===== config.mk =====
export PLATFORM = sky130hd
export DESIGN_NAME = job_table_queue_engine_top
export DESIGN_NICKNAME = d
export VERILOG_FILES = /design/src/hw/rtl/jtq_pkg.sv /design/src/hw/rtl/job_table_queue_engine_top.sv
export SDC_FILE = /design/constraint.sdc
export NUM_CORES = 2
export LEC_CHECK = 0
export BUFFER_PORTS_ARGS = -buffer_cell sky130_fd_sc_hd__buf_4
export CAP_MARGIN = 20
export CORE_ASPECT_RATIO = 0.9
export CORE_MARGIN = 4
export CORE_UTILIZATION = 40
export DETAILED_ROUTE_END_ITERATION = 8
export GPL_ROUTABILITY_DRIVEN = 0
export HOLD_SLACK_MARGIN = 0.05
export PLACE_DENSITY = 0.54
export SLEW_MARGIN = 20
export SYNTH_ARGS = -nofsm -noshare
export SYNTH_HDL_FRONTEND = slang
export SYNTH_SLANG_ARGS = --single-unit

===== constraint.sdc =====
create_clock -name i_clk -period 22.4 [get_ports i_clk]
set_clock_uncertainty 0.1 [all_clocks]
set_input_delay 2.24 -clock i_clk [delete_from_list [all_inputs] [get_ports i_clk]]
set_output_delay 2.24 -clock i_clk [all_outputs]
set_load 0.1 [all_outputs]

===== src/hw/rtl/jtq_pkg.sv =====
// Package: types and constants for the job table queue engine.
`default_nettype none
package jtq_pkg;
    localparam int unsigned DEPTH_DEF = 16;

    localparam logic [2:0] OP_ENQ = 3'd0;
    localparam logic [2:0] OP_DEQ = 3'd1;
    localparam logic [2:0] OP_MOD = 3'd2;
    localparam logic [2:0] OP_CHG = 3'd3;
    localparam logic [2:0] OP_PRO = 3'd4;
    localparam logic [2:0] OP_SRT = 3'd5;

    localparam logic [2:0] ST_OK   = 3'd0;
    localparam logic [2:0] ST_DUP  = 3'd1;
    localparam logic [2:0] ST_NONE = 3'd2;
    localparam logic [2:0] ST_EMPT = 3'd3;
    localparam logic [2:0] ST_FULL = 3'd4;

    localparam logic [2:0] FS_PRI = 3'd1;
    localparam logic [2:0] FS_KND = 3'd2;
    localparam logic [2:0] FS_CPU = 3'd3;
    localparam logic [2:0] FS_MEM = 3'd4;

    localparam logic [2:0] SK_ID  = 3'd1;
    localparam logic [2:0] SK_PRI = 3'd2;
    localparam logic [2:0] SK_KND = 3'd3;
    localparam logic [2:0] SK_CPU = 3'd4;
    localparam logic [2:0] SK_MEM = 3'd5;

    typedef struct packed {
        logic [2:0]  operation;
        logic [15:0] job_id;
        logic [3:0]  priority_req;
        logic [3:0]  job_kind;
        logic [31:0] cpu_time;
        logic [31:0] memory_used;
        logic [2:0]  field_select;
        logic [31:0] field_value;
        logic [7:0]  positions;
        logic [2:0]  sort_key;
    } t_in;

    typedef struct packed {
        logic [2:0]  status;
        logic [4:0]  position;
        logic [4:0]  occupancy;
        logic [15:0] out_job_id;
        logic [3:0]  out_priority;
        logic [3:0]  out_job_kind;
        logic [31:0] out_cpu_time;
        logic [31:0] out_memory_used;
    } t_out;

    typedef struct packed {
        logic [15:0] id;
        logic [3:0]  pri;
        logic [3:0]  kind;
        logic [31:0] cpu;
        logic [31:0] mem;
    } t_rec;
endpackage
`default_nettype wire


===== src/hw/rtl/job_table_queue_engine_top.sv =====
// Top level: job queue engine with a sequenced walk over a slot memory.
`default_nettype none
// Jobs sit in a slot memory (one record per slot) accessed by one read and one
// write a cycle, driven by a small sequencer with one shared 32-bit key compare.
// Every transaction yields exactly one result; the block takes no new
// transaction until that result has been accepted. Count, an unused
// operation and a reorder with an unused key or fewer than two jobs go
// straight to the result; an id lookup walks the slots from the head, a read
// and a check per slot, and a modify or change hit is then written back;
// dequeue shifts every job one place toward the head; promote shifts each
// job it passes one place toward the tail; reorder is a selection sort that
// swaps only when the minimum of a pass is not already in place.
// No clearing pass is needed after reset.
module job_table_queue_engine_top
    import jtq_pkg::*;
#(
    parameter int unsigned DEPTH = DEPTH_DEF
) (
    input  wire          i_clk,
    input  wire          i_rst_n,
    input  wire          i_valid,
    output logic         o_ready,
    input  jtq_pkg::t_in i_data,
    output logic         o_valid,
    input  wire          i_ready,
    output jtq_pkg::t_out o_data
);
    localparam int unsigned AW = (DEPTH > 1) ? $clog2(DEPTH) : 1;
    localparam int unsigned CW = $clog2(DEPTH + 1);

    typedef enum logic [3:0] {
        S_IDLE, S_FRD, S_FCHK, S_ACT, S_SHRD, S_SHWR, S_SRD, S_SCMP,
        S_SWA, S_SWB, S_SWC, S_DONE
    } t_state;

    t_rec mem_q [DEPTH];
    t_rec r_rd;
    logic [AW-1:0] rd_addr, wr_addr;
    logic          wr_en;
    t_rec          wr_data;

    t_state r_state;
    t_in    r_req;
    logic [CW-1:0] r_cnt;
    logic [AW-1:0] r_i, r_j, r_m, r_tgt;
    logic [31:0]   r_mkey;
    t_rec          r_hold, r_tmp;
    t_out          r_out;
    logic          r_ov;
    logic          r_hit;

    always_ff @(posedge i_clk) begin
        if (wr_en) mem_q[wr_addr] <= wr_data;
        r_rd <= mem_q[rd_addr];
    end

    function automatic logic [31:0] key_f(t_rec r, logic [2:0] k);
        unique case (k)
            SK_ID:   key_f = {16'd0, r.id};
            SK_PRI:  key_f = {28'd0, r.pri};
            SK_KND:  key_f = {28'd0, r.kind};
            SK_CPU:  key_f = r.cpu;
            default: key_f = r.mem;
        endcase
    endfunction

    function automatic logic [3:0] sat4(logic [31:0] v);
        sat4 = (v > 32'd15) ? 4'hF : v[3:0];
    endfunction

    function automatic logic [4:0] p5(logic [AW-1:0] a);
        logic [AW+4:0] w;
        w = {5'd0, a};
        p5 = w[4:0];
    endfunction

    logic [CW+4:0] cnt_w;
    logic [CW-1:0] i_ext, j_ext;
    t_rec          upd;
    logic [31:0]   scan_key;
    logic          key_lt;
    logic [AW+7:0] pos_w, tgt_w, pro_diff;
    logic [AW-1:0] pro_dst;
    logic          pro_shift;
    logic          enq_ok;
    assign cnt_w = {5'd0, r_cnt};
    assign i_ext = CW'(r_i);
    assign j_ext = CW'(r_j);

    // shared compare: key of the slot just read against the running minimum
    assign scan_key = key_f(r_rd, r_req.sort_key);
    assign key_lt = (scan_key < r_mkey);

    // promote target, clamped at the head
    assign pos_w = {{AW{1'b0}}, r_req.positions};
    assign tgt_w = {8'd0, r_tgt};
    assign pro_diff = tgt_w - pos_w;
    assign pro_dst = (pos_w >= tgt_w) ? '0 : pro_diff[AW-1:0];
    assign pro_shift = r_hit && (r_req.operation == OP_PRO) && (pro_dst != r_tgt);

    assign enq_ok = (r_req.operation == OP_ENQ) && (r_out.status == ST_OK);

    // updated record for modify/change
    always_comb begin
        upd = r_tmp;
        if (r_req.operation == OP_MOD) begin
            upd.pri = r_req.priority_req;
            upd.kind = r_req.job_kind;
            upd.cpu = r_req.cpu_time;
            upd.mem = r_req.memory_used;
        end else begin
            unique case (r_req.field_select)
                FS_PRI:  upd.pri = sat4(r_req.field_value);
                FS_KND:  upd.kind = sat4(r_req.field_value);
                FS_CPU:  upd.cpu = r_req.field_value;
                FS_MEM:  upd.mem = r_req.field_value;
                default: ;
            endcase
        end
    end

    always_comb begin
        rd_addr = r_i;
        wr_en = 1'b0;
        wr_addr = r_i;
        wr_data = r_hold;
        unique case (r_state)
            S_ACT: begin
                wr_en = r_hit && (r_req.operation == OP_MOD || r_req.operation == OP_CHG);
                wr_addr = r_tgt;
                wr_data = upd;
            end
            S_SHWR: begin
                wr_en = 1'b1;
                wr_addr = r_j;
                wr_data = r_rd;
            end
            S_SRD: rd_addr = r_i + AW'(1);
            S_SCMP: rd_addr = r_j + AW'(1);
            S_SWB: begin
                wr_en = 1'b1;
                wr_addr = r_i;
                wr_data = r_hold;
            end
            S_SWC: begin
                wr_en = 1'b1;
                wr_addr = r_m;
                wr_data = r_tmp;
            end
            S_DONE: begin
                wr_en = enq_ok;
                wr_addr = r_cnt[AW-1:0];
                wr_data = r_hold;
            end
            default: ;
        endcase
    end

    assign o_ready = (r_state == S_IDLE) && !r_ov;
    assign o_valid = r_ov;
    assign o_data = r_out;

    always_ff @(posedge i_clk) begin
        if (!i_rst_n) begin
            r_state <= S_IDLE;
            r_cnt <= '0;
            r_ov <= 1'b0;
        end else begin
            if (r_ov && i_ready) r_ov <= 1'b0;
            unique case (r_state)
                S_IDLE: begin
                    if (i_valid && o_ready) begin
                        r_req <= i_data;
                        r_i <= '0;
                        r_hit <= 1'b0;
                        r_out <= '0;
                        r_hold <= '{i_data.job_id, i_data.priority_req,
                                    i_data.job_kind, i_data.cpu_time,
                                    i_data.memory_used};
                        unique case (i_data.operation)
                            OP_ENQ, OP_DEQ, OP_MOD, OP_CHG, OP_PRO:
                                r_state <= (r_cnt == '0) ? S_ACT : S_FRD;
                            OP_SRT: begin
                                if (i_data.sort_key >= SK_ID && i_data.sort_key <= SK_MEM
                                    && r_cnt > CW'(1)) begin
                                    r_state <= S_SWA;
                                end else begin
                                    r_state <= S_DONE;
                                end
                            end
                            default: r_state <= S_DONE;
                        endcase
                    end
                end
                S_FRD: r_state <= S_FCHK;
                S_FCHK: begin
                    if (r_req.operation == OP_DEQ) begin
                        {r_out.out_job_id, r_out.out_priority, r_out.out_job_kind,
                         r_out.out_cpu_time, r_out.out_memory_used} <= r_rd;
                        if (r_cnt == CW'(1)) begin
                            r_cnt <= '0;
                            r_state <= S_DONE;
                        end else begin
                            r_j <= '0;
                            r_i <= AW'(1);
                            r_state <= S_SHRD;
                        end
                    end else if (r_rd.id == r_req.job_id) begin
                        r_hit <= 1'b1;
                        r_tgt <= r_i;
                        r_tmp <= r_rd;
                        r_state <= S_ACT;
                    end else if (i_ext + CW'(1) >= r_cnt) begin
                        r_state <= S_ACT;
                    end else begin
                        r_i <= r_i + AW'(1);
                        r_state <= S_FRD;
                    end
                end
                S_ACT: begin
                    r_state <= pro_shift ? S_SHRD : S_DONE;
                    unique case (r_req.operation)
                        OP_ENQ: begin
                            if (r_hit) begin
                                r_out.status <= ST_DUP;
                                r_out.position <= p5(r_tgt);
                                {r_out.out_job_id, r_out.out_priority, r_out.out_job_kind,
                                 r_out.out_cpu_time, r_out.out_memory_used} <= r_tmp;
                            end else if (r_cnt >= CW'(DEPTH)) begin
                                r_out.status <= ST_FULL;
                            end else begin
                                r_out.position <= cnt_w[4:0];
                                {r_out.out_job_id, r_out.out_priority, r_out.out_job_kind,
                                 r_out.out_cpu_time, r_out.out_memory_used} <= r_hold;
                            end
                        end
                        OP_DEQ: r_out.status <= ST_EMPT;
                        OP_MOD, OP_CHG: begin
                            if (r_hit) begin
                                r_out.position <= p5(r_tgt);
                                {r_out.out_job_id, r_out.out_priority, r_out.out_job_kind,
                                 r_out.out_cpu_time, r_out.out_memory_used} <= upd;
                            end else begin
                                r_out.status <= ST_NONE;
                            end
                        end
                        OP_PRO: begin
                            if (!r_hit) begin
                                r_out.status <= ST_NONE;
                            end else begin
                                r_out.position <= p5(pro_dst);
                                {r_out.out_job_id, r_out.out_priority, r_out.out_job_kind,
                                 r_out.out_cpu_time, r_out.out_memory_used} <= r_tmp;
                                // shift up: slot k <- slot k-1 from the job down to dst+1
                                r_j <= r_tgt;
                                r_i <= r_tgt - AW'(1);
                                r_m <= pro_dst;
                            end
                        end
                        default: ;
                    endcase
                end
                S_SHRD: r_state <= S_SHWR;
                S_SHWR: begin
                    // r_rd (slot r_i) is written to slot r_j this cycle
                    if (r_req.operation == OP_DEQ) begin
                        if (i_ext + CW'(1) >= r_cnt) begin
                            r_cnt <= r_cnt - CW'(1);
                            r_state <= S_DONE;
                        end else begin
                            r_j <= r_i;
                            r_i <= r_i + AW'(1);
                            r_state <= S_SHRD;
                        end
                    end else if (r_i == r_m) begin
                        r_state <= S_SWC; // held job goes to its new slot
                    end else begin
                        r_j <= r_i;
                        r_i <= r_i - AW'(1);
                        r_state <= S_SHRD;
                    end
                end
                // selection sort: r_i outer, r_j scan, r_m first minimum
                S_SWA: r_state <= S_SRD;
                S_SRD: begin
                    r_tmp <= r_rd;
                    r_hold <= r_rd;
                    r_mkey <= scan_key;
                    r_m <= r_i;
                    r_j <= r_i + AW'(1);
                    r_state <= S_SCMP;
                end
                S_SCMP: begin
                    if (key_lt) begin
                        r_m <= r_j;
                        r_mkey <= scan_key;
                        r_hold <= r_rd;
                    end
                    if (j_ext + CW'(1) < r_cnt) begin
                        r_j <= r_j + AW'(1);
                    end else if (key_lt || r_m != r_i) begin
                        r_state <= S_SWB;
                    end else if (i_ext + CW'(2) >= r_cnt) begin
                        r_state <= S_DONE;
                    end else begin
                        r_i <= r_i + AW'(1);
                        r_state <= S_SWA;
                    end
                end
                S_SWB: r_state <= S_SWC;
                S_SWC: begin
                    if (r_req.operation != OP_SRT || i_ext + CW'(2) >= r_cnt) begin
                        r_state <= S_DONE;
                    end else begin
                        r_i <= r_i + AW'(1);
                        r_state <= S_SWA;
                    end
                end
                S_DONE: begin
                    if (enq_ok) r_cnt <= r_cnt + CW'(1);
                    r_out.occupancy <= enq_ok ? 5'(cnt_w + 1) : cnt_w[4:0];
                    r_ov <= 1'b1;
                    r_state <= S_IDLE;
                end
                default: r_state <= S_IDLE;
            endcase
        end
    end
endmodule
`default_nettype wire


==> impl_results.html <==
<table>
<tr><th>Metric</th><th>Value</th></tr>
<tr><th colspan="2">Synthesis</th></tr>
<tr><td>Fraction of registers with async set/reset</td><td>0</td></tr>
<tr><td>Portion of the post-synthesis area used by sequential elements</td><td>0.7234</td></tr>
<tr><td>Distinct cells, synth</td><td>77</td></tr>
<tr><td>Mean cell area of the mapped netlist</td><td>18.00 sq um</td></tr>
<tr><td>Dominant combinational cell family by area after synthesis</td><td>multiplexers</td></tr>
<tr><td>EDFF count, synth</td><td>1871</td></tr>
<tr><td>Cells after Synth</td><td>4466</td></tr>
<tr><td>Post-Synth Simple-Gate Area</td><td>0.03227</td></tr>
<tr><td>Mux share of post-synthesis cell area</td><td>0.1547</td></tr>
<tr><td>Post-synth design cell area</td><td>80380 sq um</td></tr>
<tr><td>Number of nets produced by synthesis</td><td>4670</td></tr>
<tr><td>Share of the synthesized area in compound gates (AO/OA/AOI/OAI)</td><td>0.05464</td></tr>
<tr><td>Synth Area in Adders</td><td>0.009900</td></tr>
<tr><td>Flip-flop cell with the highest count after synthesis</td><td>edfxtp_1</td></tr>
<tr><td>Post-synthesis share of cell area spent on xor and xnor gates</td><td>0.004576</td></tr>
<tr><td>Yosys Warn Count</td><td>0</td></tr>
<tr><td>Post-synthesis register bit count</td><td>1969</td></tr>
<tr><th colspan="2">Setup path</th></tr>
<tr><td>Register-to-Register Setup Slack</td><td>16.46 ns</td></tr>
<tr><td>Type of element launching the critical path</td><td>flip-flop</td></tr>
<tr><td>Reg2Reg Capture Point</td><td>r_hold[3]</td></tr>
<tr><td>R2r startpoint</td><td>r_req[2]</td></tr>
<tr><td>Slowest cell on the critical path</td><td>edfxtp_1</td></tr>
<tr><td>Critical path required time</td><td>22.78 ns</td></tr>
<tr><td>Number of stages on the worst setup path</td><td>11</td></tr>
<tr><td>Worst path cell trace</td><td>nor3_1 -&gt; or2_2 -&gt; a22o_1 -&gt; ha_1 -&gt; a21oi_1 -&gt; o21ai_0 -&gt; a221oi_1 -&gt; a21oi_1 -&gt; a211oi_4 -&gt; buf_4 -&gt; buf_4</td></tr>
<tr><td>Highest net fanout along the worst path</td><td>50</td></tr>
<tr><td>Bufs and invs on worst path</td><td>2</td></tr>
<tr><td>Nature of the critical path endpoint</td><td>flip-flop</td></tr>
<tr><td>Critical Setup Path Class</td><td>flip-flop to flip-flop</td></tr>
<tr><td>Largest stage delay on the critical path</td><td>0.98 ns</td></tr>
<tr><td>CP startpoint</td><td>r_req[2]</td></tr>
<tr><td>Count of cells along the worst register-to-register path</td><td>11</td></tr>
<tr><td>End point of the critical path</td><td>r_hold[3]</td></tr>
<tr><td>Cell family with the largest share of critical-path delay</td><td>compound AO/OA/AOI/OAI gates</td></tr>
<tr><td>Critical path arrival</td><td>6.32 ns</td></tr>
<tr><th colspan="2">Timing</th></tr>
<tr><td>Slew Limit Fails</td><td>0</td></tr>
<tr><td>Post-route clock period utilization</td><td>0.2654</td></tr>
<tr><td>Worst slew slack as a fraction of its limit</td><td>0.2571</td></tr>
<tr><td>Worst setup margin</td><td>16.46 ns</td></tr>
<tr><td>Actual transition at the worst max-transition pin</td><td>1.114 ns</td></tr>
<tr><td>Post-layout min period</td><td>5.945 ns</td></tr>
<tr><td>Final setup violation count</td><td>0</td></tr>
<tr><td>Maximum achievable frequency</td><td>168.2 MHz</td></tr>
<tr><td>Accumulated negative setup slack</td><td>0 ns</td></tr>
<tr><td>Unrepaired setup endpoints after global routing</td><td>no</td></tr>
<tr><td>Number of hold violations in the final report</td><td>0</td></tr>
<tr><th colspan="2">Final layout</th></tr>
<tr><td>Layout Area Growth over Synthesis</td><td>15.01%</td></tr>
<tr><td>Number of nets in the layout</td><td>4951</td></tr>
<tr><td>Share of cells above drive strength 1</td><td>0.2450</td></tr>
<tr><td>Post-route insts no fill</td><td>7597</td></tr>
<tr><th colspan="2">Floorplan</th></tr>
<tr><td>Die extent in x</td><td>480.5 um</td></tr>
<tr><td>Starting density of the core</td><td>0.4040</td></tr>
<tr><td>Die area</td><td>208200 sq um</td></tr>
<tr><td>Core region area</td><td>199000 sq um</td></tr>
<tr><td>Die Ht</td><td>433.3 um</td></tr>
<tr><td>Io pins</td><td>244</td></tr>
<tr><td>Number of standard-cell rows in the floorplan</td><td>155</td></tr>
<tr><th colspan="2">Power and ir drop</th></tr>
<tr><td>Power per cell area</td><td>141.8 nW/um^2</td></tr>
<tr><td>Overall power after layout</td><td>0.01311 W</td></tr>
<tr><td>Worst VDD drop</td><td>0.1281 mV</td></tr>
<tr><td>Static power due to leakage</td><td>30.68 nW</td></tr>
<tr><th colspan="2">Run status</th></tr>
<tr><td>Result of the run</td><td>completed</td></tr>
<tr><th colspan="2">Clock tree</th></tr>
<tr><td>Setup bufs post-CTS</td><td>0</td></tr>
<tr><td>Clock tree from TritonCTS</td><td>yes</td></tr>
<tr><td>Clock Root Buffer</td><td>clkbuf_16</td></tr>
<tr><td>Clock latency at the later pin of the worst-skew pair</td><td>0.86 ns</td></tr>
<tr><td>Post-cts repair resize count</td><td>0</td></tr>
<tr><td>Number of buffers inserted during clock tree synthesis</td><td>201</td></tr>
<tr><td>Clock-pin slew on the worst setup and hold paths</td><td>0.06 ns</td></tr>
<tr><td>Num Clock Sinks</td><td>1969</td></tr>
<tr><td>Number of hold buffers added after CTS</td><td>0</td></tr>
<tr><td>Maximum clock path buffer count</td><td>3</td></tr>
<tr><td>CTS H-tree lvls</td><td>4</td></tr>
<tr><th colspan="2">Placement</th></tr>
<tr><td>Number of I/O port buffers</td><td>243</td></tr>
<tr><td>Sum of net half-perimeters after detailed placement</td><td>139500 um</td></tr>
<tr><td>Placed cells</td><td>7212</td></tr>
<tr><td>Placement-stage worst setup slack</td><td>16.54 ns</td></tr>
<tr><th colspan="2">Min path</th></tr>
<tr><td>Number of stages on the worst hold path</td><td>0</td></tr>
<tr><td>Class of the tightest hold or removal check</td><td>flip-flop to flip-flop</td></tr>
<tr><td>Hold path startpoint</td><td>r_rd[0]</td></tr>
<tr><th colspan="2">Drt</th></tr>
<tr><td>Overall routed net length</td><td>243400 um</td></tr>
<tr><td>Vias per cell</td><td>5.889</td></tr>
<tr><td>Routed length per instance</td><td>32.05 um</td></tr>
<tr><td>Number of antenna-violating nets in the routed design</td><td>0</td></tr>
<tr><td>Residual DRC</td><td>0</td></tr>
<tr><td>Iteration-0 DRC count of the detailed router</td><td>5807</td></tr>
<tr><td>1st-pass router iterations</td><td>7</td></tr>
<tr><td>Routed vias</td><td>44740</td></tr>
<tr><th colspan="2">GRT</th></tr>
<tr><td>Number of global-route vias before repair</td><td>43650</td></tr>
<tr><td>Maximum number of pins on one net before global-route repair</td><td>139</td></tr>
<tr><td>Sum of overflow across all layers after global routing</td><td>0</td></tr>
<tr><td>Total global-route track usage</td><td>0.2304</td></tr>
<tr><td>Wire length of the first global-routing pass</td><td>340500 um</td></tr>
<tr><td>Antenna violations before repair</td><td>5</td></tr>
<tr><th colspan="2">Flow run</th></tr>
<tr><td>MaxCap Viol Count</td><td>0</td></tr>
</table>
[power breakdown]
group | switching [W] | internal, W | total (W)
sequential | 0.000478 | 0.00500 | 0.00548
clock | 0.00144 | 0.00195 | 0.00340
combinational | 0.00279 | 0.00144 | 0.00423
total | 0.00471 | 0.00840 | 0.0131
[synthesized netlist by cell type (all sizes together) (6+ instances only)]
cell | number | area, sq um
nor2 | 335 | 1265
nor4 | 11 | 68.82
and3 | 6 | 37.54
or2 | 7 | 43.79
mux4 | 352 | 7928
nand2 | 161 | 604.3
nor3 | 20 | 100.1
xnor2 | 35 | 306.5
buf | 133 | 847.1
mux2i | 349 | 3493
nand3 | 11 | 55.05
o21a | 8 | 60.06
a21oi | 177 | 885.9
a222oi | 36 | 360.4
a22o | 32 | 280.3
a21o | 13 | 97.59
or3 | 7 | 43.79
edfxtp | 1871 | 56180
a211oi | 18 | 135.1
dfxtp | 98 | 1962
o22ai | 7 | 43.79
mux2 | 90 | 1013
xor2 | 7 | 61.31
o21ai | 142 | 710.7
clkbuf | 142 | 533.0
ha | 62 | 775.7
a22oi | 25 | 192.7
nand2b | 14 | 87.58
nand4 | 15 | 93.84
a221oi | 129 | 1130
inv | 72 | 270.3
[placed cells by master (no fill, tap or decap), types with 16 or more instances in the layout]
master     instances
ha_1              62
mux2_2            89
clkinv_1          16
a222oi_1          36
nor2_4            21
a211oi_1          16
nand2_1          159
a221oi_1         129
nor3_1            18
clkbuf_1          53
buf_4            338
o21ai_0          135
a21oi_2           47
nor2_1           313
a22oi_1           24
inv_1             71
dfxtp_1           98
mux2i_1          349
xnor2_1           35
clkbuf_16        203
a21oi_1          129
clkbuf_8          30
edfxtp_1        1871
a22o_1            32
mux4_2           352
clkinv_2          38
[per-stage QoR]
stage | hold slack, ns | instance area, sq um | util
floorplan | 0.3312 | 80380 | -
global placement | 0.3468 | 85440 | 0.4294
detailed placement | 0.3528 | 85520 | 0.4298
CTS | 0.3641 | 92270 | 0.4637
global route | 0.3884 | 92430 | 0.4645
finish | 0.3645 | 92440 | 0.4646
[worst register-to-register path, cell delays in order (launching register included)]
cell and delay, ns:
edfxtp_1 0.98, nor3_1 0.22, or2_2 0.51, a22o_1 0.26, ha_1 0.31, a21oi_1 0.15, o21ai_0 0.13, a221oi_1 0.79
a21oi_1 0.32, a211oi_4 0.23, buf_4 0.79, buf_4 0.76
[how the worst min path moves through the flow]
stage / end / slack, ns
after floorplan: r_tmp[0] / 0.33
after global placement: r_tmp[0] / 0.35
after detailed placement: r_tmp[0] / 0.35
after CTS: r_tmp[0] / 0.36
after global routing: r_tmp[0] / 0.39
final: r_tmp[0] / 0.36
[metal layers]
| metal | global-route usage | vias up | routed length [um] |
|---|---|---|---|
| met3 | 0.03508 | 369 | 16860 |
| met5 | 0 | - | 13 |
| li1 | - | 18640 | - |
| met2 | 0.3654 | 2010 | 114900 |
| met1 | 0.3261 | 23720 | 102800 |
| met4 | 0.07974 | 2 | 8897 |
[final cells by class]
type                       instances  area [sq um]
tap                             2669          3339
timing repair buffer             353          2845
multi-input combinational       2150         21070
clock inverter                    92          1067
clock buffer                     286          5692
fill                           16900        106500
antenna                            6         15.01
sequential                      1969         58150
inverter                          72         272.8
[logic make-up after synthesis]
group           Yosys count
buf+inv                 347
mux                     791
fa+ha+maj                63
simple gates            612
xor+xnor                 42
flops                  1969
compound gates          642
[sequential cells by signal, indices dropped and copies added, names as in the netlist, 4 cells and up]
name,count
mem_q,1408
r_req,129
o_data,101
r_hold,88
r_rd,88
r_tmp,88
r_mkey,32
pos_w,8
r_cnt,5
r_i,4
r_j,4
r_m,4
r_state,4
r_tgt,4
No activity file was read; power rests on OpenSTA's default activity.
